### src/sv/sfsp_pkg.sv
// Shared types, codes, constants and the ramp delay function.
// No dependencies.
`default_nettype none

package sfsp_pkg;

	typedef enum logic [1:0] {
		REQ_TICK   = 2'd0,
		REQ_MSG    = 2'd1,
		REQ_SENSOR = 2'd2,
		REQ_HOME   = 2'd3
	} req_kind_t;

	localparam logic [1:0] CFG_STEPS_PER_DIGIT = 2'd0;
	localparam logic [1:0] CFG_DIGIT_COUNT     = 2'd1;
	localparam logic [1:0] CFG_ZERO_OFFSET     = 2'd2;
	localparam logic [1:0] CFG_BUS_ADDRESS     = 2'd3;

	localparam logic [7:0] OPC_SET_DIGIT = 8'hBA;
	localparam logic [5:0] MSG_LEN_SET   = 6'd3;

	localparam logic [15:0] RAMP_FAST_MIN = 16'd20;
	localparam logic [15:0] RAMP_MID_MIN  = 16'd10;
	localparam logic [15:0] RAMP_SLOW_MIN = 16'd5;

	localparam logic [3:0] DELAY_FAST  = 4'd3;
	localparam logic [3:0] DELAY_MID   = 4'd6;
	localparam logic [3:0] DELAY_SLOW  = 4'd9;
	localparam logic [3:0] DELAY_CRAWL = 4'd10;

	typedef struct packed {
		logic [7:0] steps_per_digit;
		logic [7:0] digit_count;
		logic [7:0] zero_offset;
		logic [7:0] bus_address;
	} cfg_t;

	typedef struct packed {
		logic        valid;
		req_kind_t   kind;
		logic        blocked;
		logic        msg_ok;
		logic [15:0] tgt;
		logic [15:0] total;
	} item_t;

	typedef struct packed {
		logic        valid;
		logic        pulse;
		logic        coil;
		logic [15:0] pos;
		logic [15:0] tgt;
	} result_t;

	function automatic logic [3:0] ramp_delay(input logic [15:0] taken,
		input logic [15:0] left);
		logic [3:0] d;
		if (taken > RAMP_FAST_MIN && left > RAMP_FAST_MIN) begin
			d = DELAY_FAST;
		end else if (taken > RAMP_MID_MIN && left > RAMP_MID_MIN) begin
			d = DELAY_MID;
		end else if (taken > RAMP_SLOW_MIN && left > RAMP_SLOW_MIN) begin
			d = DELAY_SLOW;
		end else begin
			d = DELAY_CRAWL;
		end
		return d;
	endfunction

endpackage

`default_nettype wire

### src/sv/sfsp_front.sv
// Input register, product stage and target reduction stage.
// Depends on sfsp_pkg.
`default_nettype none

module sfsp_front (
	input  wire logic          clk,
	input  wire logic          arst_n,
	input  wire logic          advance,
	input  wire logic          in_valid,
	input  wire logic [1:0]    req_type,
	input  wire logic [5:0]    msg_len,
	input  wire logic [7:0]    cmd_opcode,
	input  wire logic [7:0]    cmd_address,
	input  wire logic [7:0]    cmd_digit,
	input  wire logic          sensor_blocked,
	input  wire sfsp_pkg::cfg_t cfg,
	output sfsp_pkg::item_t    item
);

	logic       valid_s1;
	logic [1:0] req_type_s1;
	logic [5:0] msg_len_s1;
	logic [7:0] opcode_s1;
	logic [7:0] address_s1;
	logic [7:0] digit_s1;
	logic       blocked_s1;

	sfsp_pkg::item_t item_s2;
	sfsp_pkg::item_t item_s3;
	sfsp_pkg::item_t item_s2_d;
	sfsp_pkg::item_t item_s3_d;

	always_ff @(posedge clk or negedge arst_n) begin
		if (!arst_n) begin
			valid_s1 <= 1'b0;
		end else if (advance) begin
			valid_s1 <= in_valid;
		end
	end

	always_ff @(posedge clk) begin
		if (advance) begin
			req_type_s1 <= req_type;
			msg_len_s1  <= msg_len;
			opcode_s1   <= cmd_opcode;
			address_s1  <= cmd_address;
			digit_s1    <= cmd_digit;
			blocked_s1  <= sensor_blocked;
		end
	end

	// products
	always_comb begin
		item_s2_d.valid   = valid_s1;
		item_s2_d.kind    = sfsp_pkg::req_kind_t'(req_type_s1);
		item_s2_d.blocked = blocked_s1;
		item_s2_d.msg_ok  = (msg_len_s1 == sfsp_pkg::MSG_LEN_SET) &&
			(opcode_s1 == sfsp_pkg::OPC_SET_DIGIT) && (address_s1 == cfg.bus_address);
		item_s2_d.tgt     = (16'(digit_s1) * 16'(cfg.steps_per_digit)) +
			16'(cfg.zero_offset);
		item_s2_d.total   = 16'(cfg.steps_per_digit) * 16'(cfg.digit_count);
	end

	// single wrap of the target
	always_comb begin
		item_s3_d = item_s2;
		if (item_s2.tgt > item_s2.total) begin
			item_s3_d.tgt = item_s2.tgt - item_s2.total;
		end
	end

	always_ff @(posedge clk or negedge arst_n) begin
		if (!arst_n) begin
			item_s2 <= '0;
			item_s3 <= '0;
		end else if (advance) begin
			item_s2 <= item_s2_d;
			item_s3 <= item_s3_d;
		end
	end

	assign item = item_s3;

endmodule

`default_nettype wire

### src/sv/sfsp_core.sv
// Positioner state, event handling and result register.
// Depends on sfsp_pkg.
`default_nettype none

module sfsp_core (
	input  wire logic          clk,
	input  wire logic          arst_n,
	input  wire logic          advance,
	input  wire sfsp_pkg::item_t item,
	input  wire logic [7:0]    steps_per_digit,
	input  wire logic [7:0]    zero_offset,
	output sfsp_pkg::result_t  result
);

	logic [15:0] position_q;
	logic [15:0] target_q;
	logic [15:0] remaining_q;
	logic [15:0] taken_q;
	logic [3:0]  wait_q;
	logic        motion_q;

	logic [15:0] position_d;
	logic [15:0] target_d;
	logic [15:0] remaining_d;
	logic [15:0] taken_d;
	logic [3:0]  wait_d;
	logic        motion_d;
	logic        pulse_d;

	logic [15:0] rem_sum;
	logic [15:0] taken_base;
	logic [3:0]  delay;

	sfsp_pkg::result_t result_q;

	always_comb begin
		rem_sum    = item.total + item.tgt - position_q;
		taken_base = motion_q ? taken_q : 16'd0;
		delay      = sfsp_pkg::ramp_delay(taken_base, remaining_q);

		position_d  = position_q;
		target_d    = target_q;
		remaining_d = remaining_q;
		taken_d     = taken_q;
		wait_d      = wait_q;
		motion_d    = motion_q;
		pulse_d     = 1'b0;

		unique case (item.kind)
			sfsp_pkg::REQ_TICK: begin
				if (wait_q != 4'd0) begin
					wait_d = wait_q - 4'd1;
				end else if (position_q != target_q) begin
					pulse_d     = 1'b1;
					motion_d    = 1'b1;
					position_d  = position_q + 16'd1;
					wait_d      = delay - 4'd1;
					taken_d     = taken_base + 16'd1;
					remaining_d = remaining_q - 16'd1;
				end else begin
					motion_d = 1'b0;
				end
			end
			sfsp_pkg::REQ_MSG: begin
				if (item.msg_ok) begin
					target_d    = item.tgt;
					remaining_d = (rem_sum >= item.total) ? rem_sum - item.total : rem_sum;
				end
			end
			sfsp_pkg::REQ_SENSOR: begin
				if (!item.blocked && position_q > 16'(steps_per_digit)) begin
					position_d = 16'd0;
				end
			end
			sfsp_pkg::REQ_HOME: begin
				position_d  = 16'(zero_offset);
				target_d    = 16'(zero_offset);
				remaining_d = 16'd0;
				taken_d     = 16'd0;
				wait_d      = 4'd0;
				motion_d    = 1'b0;
			end
			default: begin
			end
		endcase
	end

	always_ff @(posedge clk or negedge arst_n) begin
		if (!arst_n) begin
			position_q  <= 16'd0;
			target_q    <= 16'd0;
			remaining_q <= 16'd0;
			taken_q     <= 16'd0;
			wait_q      <= 4'd0;
			motion_q    <= 1'b0;
		end else if (advance && item.valid) begin
			position_q  <= position_d;
			target_q    <= target_d;
			remaining_q <= remaining_d;
			taken_q     <= taken_d;
			wait_q      <= wait_d;
			motion_q    <= motion_d;
		end
	end

	always_ff @(posedge clk or negedge arst_n) begin
		if (!arst_n) begin
			result_q <= '0;
		end else if (advance) begin
			result_q.valid <= item.valid;
			result_q.pulse <= pulse_d;
			result_q.coil  <= motion_d;
			result_q.pos   <= position_d;
			result_q.tgt   <= target_d;
		end
	end

	assign result = result_q;

endmodule

`default_nettype wire

### src/sv/split_flap_stepper_positioner.sv
// A transaction passes the input, product, reduction and result registers in turn.
// Throughput: one transaction per cycle; the four-stage pipeline advances whenever
// the output register is empty or being taken, and holds as a whole otherwise.
// Reset: arst_n clears position, target, step counters, ramp wait, motion flag,
// all pipeline valid bits and the four configuration registers to zero.
`default_nettype none

module split_flap_stepper_positioner (
	input  wire logic        clk,
	input  wire logic        arst_n,
	input  wire logic        cfg_we,
	input  wire logic [1:0]  cfg_idx,
	input  wire logic [7:0]  cfg_wdata,
	input  wire logic        in_valid,
	output logic             in_stall,
	input  wire logic [1:0]  req_type,
	input  wire logic [5:0]  msg_len,
	input  wire logic [7:0]  cmd_opcode,
	input  wire logic [7:0]  cmd_address,
	input  wire logic [7:0]  cmd_digit,
	input  wire logic        sensor_blocked,
	output logic             out_valid,
	input  wire logic        out_stall,
	output logic             step_pulse,
	output logic             coil_current_high,
	output logic [15:0]      position_now,
	output logic [15:0]      target_now
);

	sfsp_pkg::cfg_t    cfg_q;
	sfsp_pkg::item_t   item;
	sfsp_pkg::result_t result;
	logic              advance;

	always_ff @(posedge clk or negedge arst_n) begin
		if (!arst_n) begin
			cfg_q <= '0;
		end else if (cfg_we) begin
			unique case (cfg_idx)
				sfsp_pkg::CFG_STEPS_PER_DIGIT: cfg_q.steps_per_digit <= cfg_wdata;
				sfsp_pkg::CFG_DIGIT_COUNT:     cfg_q.digit_count     <= cfg_wdata;
				sfsp_pkg::CFG_ZERO_OFFSET:     cfg_q.zero_offset     <= cfg_wdata;
				sfsp_pkg::CFG_BUS_ADDRESS:     cfg_q.bus_address     <= cfg_wdata;
				default: begin
				end
			endcase
		end
	end

	assign advance  = !result.valid || !out_stall;
	assign in_stall = !advance;

	sfsp_front u_front (
		.clk            (clk),
		.arst_n         (arst_n),
		.advance        (advance),
		.in_valid       (in_valid),
		.req_type       (req_type),
		.msg_len        (msg_len),
		.cmd_opcode     (cmd_opcode),
		.cmd_address    (cmd_address),
		.cmd_digit      (cmd_digit),
		.sensor_blocked (sensor_blocked),
		.cfg            (cfg_q),
		.item           (item)
	);

	sfsp_core u_core (
		.clk             (clk),
		.arst_n          (arst_n),
		.advance         (advance),
		.item            (item),
		.steps_per_digit (cfg_q.steps_per_digit),
		.zero_offset     (cfg_q.zero_offset),
		.result          (result)
	);

	assign out_valid         = result.valid;
	assign step_pulse        = result.pulse;
	assign coil_current_high = result.coil;
	assign position_now      = result.pos;
	assign target_now        = result.tgt;

endmodule

`default_nettype wire

### config.mk
export PLATFORM = sky130hd
export DESIGN_NAME = split_flap_stepper_positioner
export DESIGN_NICKNAME = d
export VERILOG_FILES = /design/src/sv/sfsp_pkg.sv /design/src/sv/sfsp_front.sv /design/src/sv/sfsp_core.sv /design/src/sv/split_flap_stepper_positioner.sv
export SDC_FILE = /design/constraint.sdc
export NUM_CORES = 1
export LEC_CHECK = 0
export ABC_CLOCK_PERIOD_IN_PS = 10260
export BUFFER_PORTS_ARGS = -buffer_cell sky130_fd_sc_hd__buf_2
export CAP_MARGIN = 20
export CORE_MARGIN = 8
export CORE_UTILIZATION = 50
export CTS_CLUSTER_DIAMETER = 60
export DETAILED_ROUTE_END_ITERATION = 16
export GPL_ROUTABILITY_DRIVEN = 0
export PLACE_DENSITY_LB_ADDON = 0.2
export SKIP_CTS_REPAIR_TIMING = 1
export SYNTH_ARGS = -nofsm -noshare
export SYNTH_HDL_FRONTEND = slang
export SYNTH_SLANG_ARGS = --single-unit
### constraint.sdc
create_clock -name clk -period 10.26 [get_ports clk]
set_input_delay 1.539 -clock clk [delete_from_list [all_inputs] [get_ports clk]]
set_output_delay 1.539 -clock clk [all_outputs]
set_load 0.005 [all_outputs]
# Word level (Yosys, flattened, before mapping)
# Index checks and enable logic that the tools add are counted.
[op_classes]
n_addsub = 10
multipliers = 2
order_cmp = 9
n_eq_ne = 14
mux = 27
n_reduce_logical = 24
[ops]
columns = ["operator", "count"]
rows = [
  ["2-to-1 mux 16 bit", 12],
  ["one-hot mux 16 bit (3 select lines)", 2],
  ["one-hot mux 16 bit (2 select lines)", 2],
  ["subtractor 16 bit", 3],
  ["adder 16 x 1 -> 16 bit (second input constant)", 2],
  ["greater-than comparator 16 x 3 -> 1 bit (second input constant)", 2],
  ["greater-than comparator 16 x 4 -> 1 bit (second input constant)", 2],
  ["greater-than comparator 16 x 5 -> 1 bit (second input constant)", 2],
  ["multiplier 8 x 8 -> 16 bit", 2],
  ["adder 16 bit", 1],
  ["adder 16 x 8 -> 16 bit", 1],
  [">= comparator 16 bit", 1],
  ["greater-than comparator 16 bit", 1],
  ["greater-than comparator 16 x 8 -> 1 bit", 1],
  ["2-to-1 mux 4 bit", 4],
  ["!= test 16 bit", 1],
  ["subtractor 16 x 1 -> 16 bit (second input constant)", 1],
  ["equality test 2 bit (second input constant)", 4],
  ["equality test 8 bit", 1],
  ["equality test 8 bit (second input constant)", 1],
  ["one-hot mux 4 bit (2 select lines)", 1],
  ["AND reduction 2 bit", 4],
  ["subtractor 4 x 1 -> 4 bit (second input constant)", 2],
  ["logical AND 1 bit", 7],
  ["17 further kinds", 26],
]
[totals]
reg_bits = 244
input_bits = 48
out_inout_bits = 36
elab_cells = 120

# Longest topological paths before layout
[depth]
word_depth = 10
mapped_depth = 23
ltp_nobuf = 22

# Hierarchy
# Synthesis repeated with hierarchy kept, for this count alone.
[hier_totals]
cells_unflattened = 1997
hier_area_um2 = 18987.0
[modules_own_cells]
columns = ["module", "n_inst", "cells_each", "area_each_um2", "seq_area_each_um2"]
rows = [
  ["sfsp_front", 1, 906, 9225.1, 2867.8],
  ["sfsp_core", 1, 1021, 8539.4, 2602.5],
  ["split_flap_stepper_positioner", 1, 70, 1222.4, 800.8],
]

# Worst setup path before layout
# OpenSTA, ideal clock, no wires.
[synth_path]
path_kind = "flip-flop to flip-flop"
startpoint = "register cfg_q[25] (netlist name)"
endpoint = "register u_front.item_s2[31] (netlist name)"
t_arrival_ps = 4413
required_ps = 10191
setup_slack_ps = 5779
path_stages_with_launch = 19
synth_period_minus_slack_ps = 4481
cell_sequence = "dfrtp_1 clkbuf_1 nand2_1 fa_1 inv_1 fa_1 inv_1 fa_1 fa_1 inv_1 ha_1 o21ai_0 a21oi_1 o21ai_0 a22oi_1 a41o_1 nor4_1 or3_1 nand3_1"
[synth_between]
elab_chain_cells = 2
[synth_lines]
columns = ["item", "line", "source"]
rows = [
  ["multiplier 8 x 8 -> 16 bit", "sfsp_front.sv:59", "item_s2_d.tgt = (16'(digit_s1) * 16'(cfg.steps_per_digit)) +"],
  ["adder 16 x 8 -> 16 bit", "sfsp_front.sv:59", ""],
  ["end signal, assigned", "sfsp_front.sv:77", "item_s2 <= item_s2_d;"],
  ["end, declared", "sfsp_front.sv:28", "sfsp_pkg::item_t item_s2;"],
]
# No other way between the ends.
# A chain may end at the register's enable or synchronous reset.

# Final worst setup path
[layout_path]
startpoint = "register u_front.item_s3 (netlist bit u_front.item[1])"
endpoint = "register u_core.remaining_q[7]"
[layout_between]
elab_chain_cells = 6
[layout_lines]
columns = ["item", "line", "source"]
rows = [
  ["start, declared", "sfsp_front.sv:29", "sfsp_pkg::item_t item_s3;"],
  ["start signal, assigned", "sfsp_front.sv:78", "item_s3 <= item_s3_d;"],
  ["adder 16 bit", "sfsp_core.sv:37", "rem_sum = item.total + item.tgt - position_q;"],
  ["subtractor 16 bit", "sfsp_core.sv:37", ""],
  ["subtractor 16 bit or >= comparator 16 bit (tied branches)", "sfsp_core.sv:67", "remaining_d = (rem_sum >= item.total) ? rem_sum - item.total : rem_sum;"],
  ["2-to-1 mux 16 bit (*)", "sfsp_core.sv:67", ""],
  ["2-to-1 mux 16 bit (*)", "sfsp_core.sv:65", "if (item.msg_ok) begin"],
  ["one-hot mux 16 bit (3 select lines) (*)", "sfsp_core.sv:49", "unique case (item.kind)"],
  ["end signal, assigned", "sfsp_core.sv:99", "remaining_q <= remaining_d;"],
  ["end, declared", "sfsp_core.sv:17", "logic [15:0] remaining_q;"],
]
# Mark *: on every way between the ends. The rest lies on a longest branch, timed or not. The select of a mux whose other input is x is not followed.

==> metrics.yaml <==
async_flop_share: 0.865
die-height_um: 208
start_util: 0.505
timing.final.ws_setup_ps: 4830
max_slew.worst_pin.slew_ps: 1140
synth-edff-count: 33
synth.distinct_cells: 85
die_area_um2: 43100
yosysTopAreaCellShare: 0.288
io_pins: 84
gr-total-overflow: 0
fillers: 3263
clock-sinks: 244
final_core_util: 0.555
netlist_instances: 2021
viasPerCell: 5.62
final_nets: 2353
fin_crit_sh: 0.530
n_antenna_cell: 0
finClkSkew_ps: 29.1
grt_pass1_wl_um: 74900
yosysMostFrequentCell: "nand2_1"
r2r-start: "u_front.item[1]"
start_kind: "flop"
htree_num_levels: 1
cp_max_fo: 26
wirelength_um: 45100
vias: 14366
outcome: "completed"
cts-buffers-inserted: 30
cp.arrival_ps: 5860
max_slew_margin: 0.237
synth_top_cell_by_area: "dfrtp_1"
clk_pin_slew_ps: 60
antenna_found_initial: 0
synth-seq-area-share: 0.342
wl_per_cell_um: 17.6
synth_nets: 2307
syn_to_final_growth_pct: 9.94
synth_area_um2: 18300
ant_nets: 0
drtIter0Drc: 887
track_usage: 0.208
crit_start: "u_front.item[1]"
min_path_type: "flop to flop"
hp-start: "u_front.blocked_s1"
first_global_vias: 14523
cp.required_ps: 10690
die_x_um: 208
clockBufferDepth: 3
pre_cts_slack_ps: 4910
port_buffers: 83
core_area_um2: 36300
rows: 70
yosysWarningCount: 0
rsz0062_at_grt: "no"
cts_root_buf: "clkbuf_16"
synth_common_cells: "nand2_1, inv_1, dfrtp_1, ha_1, nor2_1"
cts_tree: "done"
tns_ps: 0
dp_hpwl_um: 34400
clk_latency_ps: 570
drive_gt1_frac: 0.0986
remaining_drc_errors: 0
crit_type: "flop to flop"
period_minus_slack_ps: 5430
synth_ff_type: "dfrtp_1"
synth-seq-cells: 244
first_pass_iters: 9
end_kind: "flop"
syn_area_per_cell_um2: 9.08
grt_max_degree: 82
slew_violations: 0
drv_cap: 0
fmax_ghz: 0.184
synth_area_leaders: "dfrtp_1, fa_1, ha_1, edfxtp_1, nand2_1"
setup_viol: 0
hold_viol_final: 0
cell type report:
type                       instances  area (um2)  share of cell area
multi-input combinational       1457       10900               0.538
tap                              468         586              0.0290
inverter                         238         893              0.0443
sequential                       244        6270               0.311
clock buffer                      38         822              0.0408
timing repair buffer              96         551              0.0273
clock inverter                    17         193             0.00955
layout by cell type (no fill, tap or decap), types with 33 or more instances in the layout:
| cell | synthesis | layout |
|---|---|---|
| nor3_1 | 35 | 35 |
| xnor2_1 | 41 | 41 |
| o21ai_0 | 111 | 111 |
| nand2_1 | 261 | 260 |
| inv_1 | 238 | 237 |
| edfxtp_1 | 33 | 33 |
| fa_1 | 97 | 97 |
| dfrtp_1 | 211 | 211 |
| nor2_1 | 134 | 134 |
| ha_1 | 141 | 141 |
| xor2_1 | 45 | 45 |
| o21ai_1 | 35 | 35 |
| and2_1 | 60 | 60 |
| a21oi_1 | 110 | 110 |
| buf_2 | 13 | 82 |
through the flow:
| stage | hold WS, ps | instances | area, um2 |
|---|---|---|---|
| floorplan | 422 | 2021 | 18300 |
| detailed placement | 440 | 2502 | 19100 |
| global placement | 432 | 2501 | 19100 |
| global route | 489 | 2558 | 20200 |
| finish | 445 | 2558 | 20200 |
| CTS | 447 | 2557 | 20100 |
flip-flops by register name, indices dropped and copies added, names as in the netlist:
signal / flops
u_front.blocked_s1: 1
u_front.item_s2: 37
u_core.target_q: 16
u_front.msg_len_s1: 6
u_core.motion_q: 1
u_front.digit_s1: 8
cfg_q: 32
u_front.opcode_s1: 8
u_front.valid_s1: 1
u_front.item: 37
u_core.result: 35
u_core.remaining_q: 16
u_core.position_q: 16
u_front.address_s1: 8
u_core.taken_q: 16
u_front.req_type_s1: 2
u_core.wait_q: 4
routing by layer:
layer	wire length, um	part of all wire	track usage
met1	20500	0.46	0.279
met2	20900	0.46	0.341
met3	2050	0.045	0.0291
met4	1630	0.036	0.0735
met5	0	0	0
worst max-delay path, stage by stage, from the launching register on:
cell       delay [ps]
dfrtp_1           390
inv_1             100
fa_1              600
inv_1              60
ha_1              310
a211oi_1          250
nor2_1            120
o31ai_2           240
a31oi_1           170
and4_1            260
a2111oi_4         380
xnor2_1           220
ha_1              350
a21o_1            210
a21oi_1           230
nand3b_1          120
o221ai_2          780
nor4_1            160
a21oi_1           190
o221ai_1          140
worst paths after layout:
path | endpoint | slack (ps) | cells after the start
setup reg to reg | u_core.remaining_q[7] | 4830 | 19
max in group asynchronous | u_core.result[6] | 8080 | 2
hold reg to reg | u_front.item_s2[33] | 440 | 2
hold / removal | u_front.item_s2[33] | 440 | 2
min in group asynchronous | u_core.remaining_q[2] | 940 | 1
setup / recovery | u_core.remaining_q[7] | 4830 | 19
kinds of logic after synthesis:
kind of cell	after synthesis	synth area share
flip-flops	244	0.342
AND/OR/NAND/NOR	664	0.174
adder cells (fa/ha/maj)	238	0.202
XOR/XNOR	86	0.0411
AO/OA/AOI/OAI	427	0.149
buffers and inverters	320	0.0676
multiplexers	42	0.0247
Power is left out: the tool's default activity adds up to more than one toggle a clock period on the data nets, which glitch-free logic cannot reach.
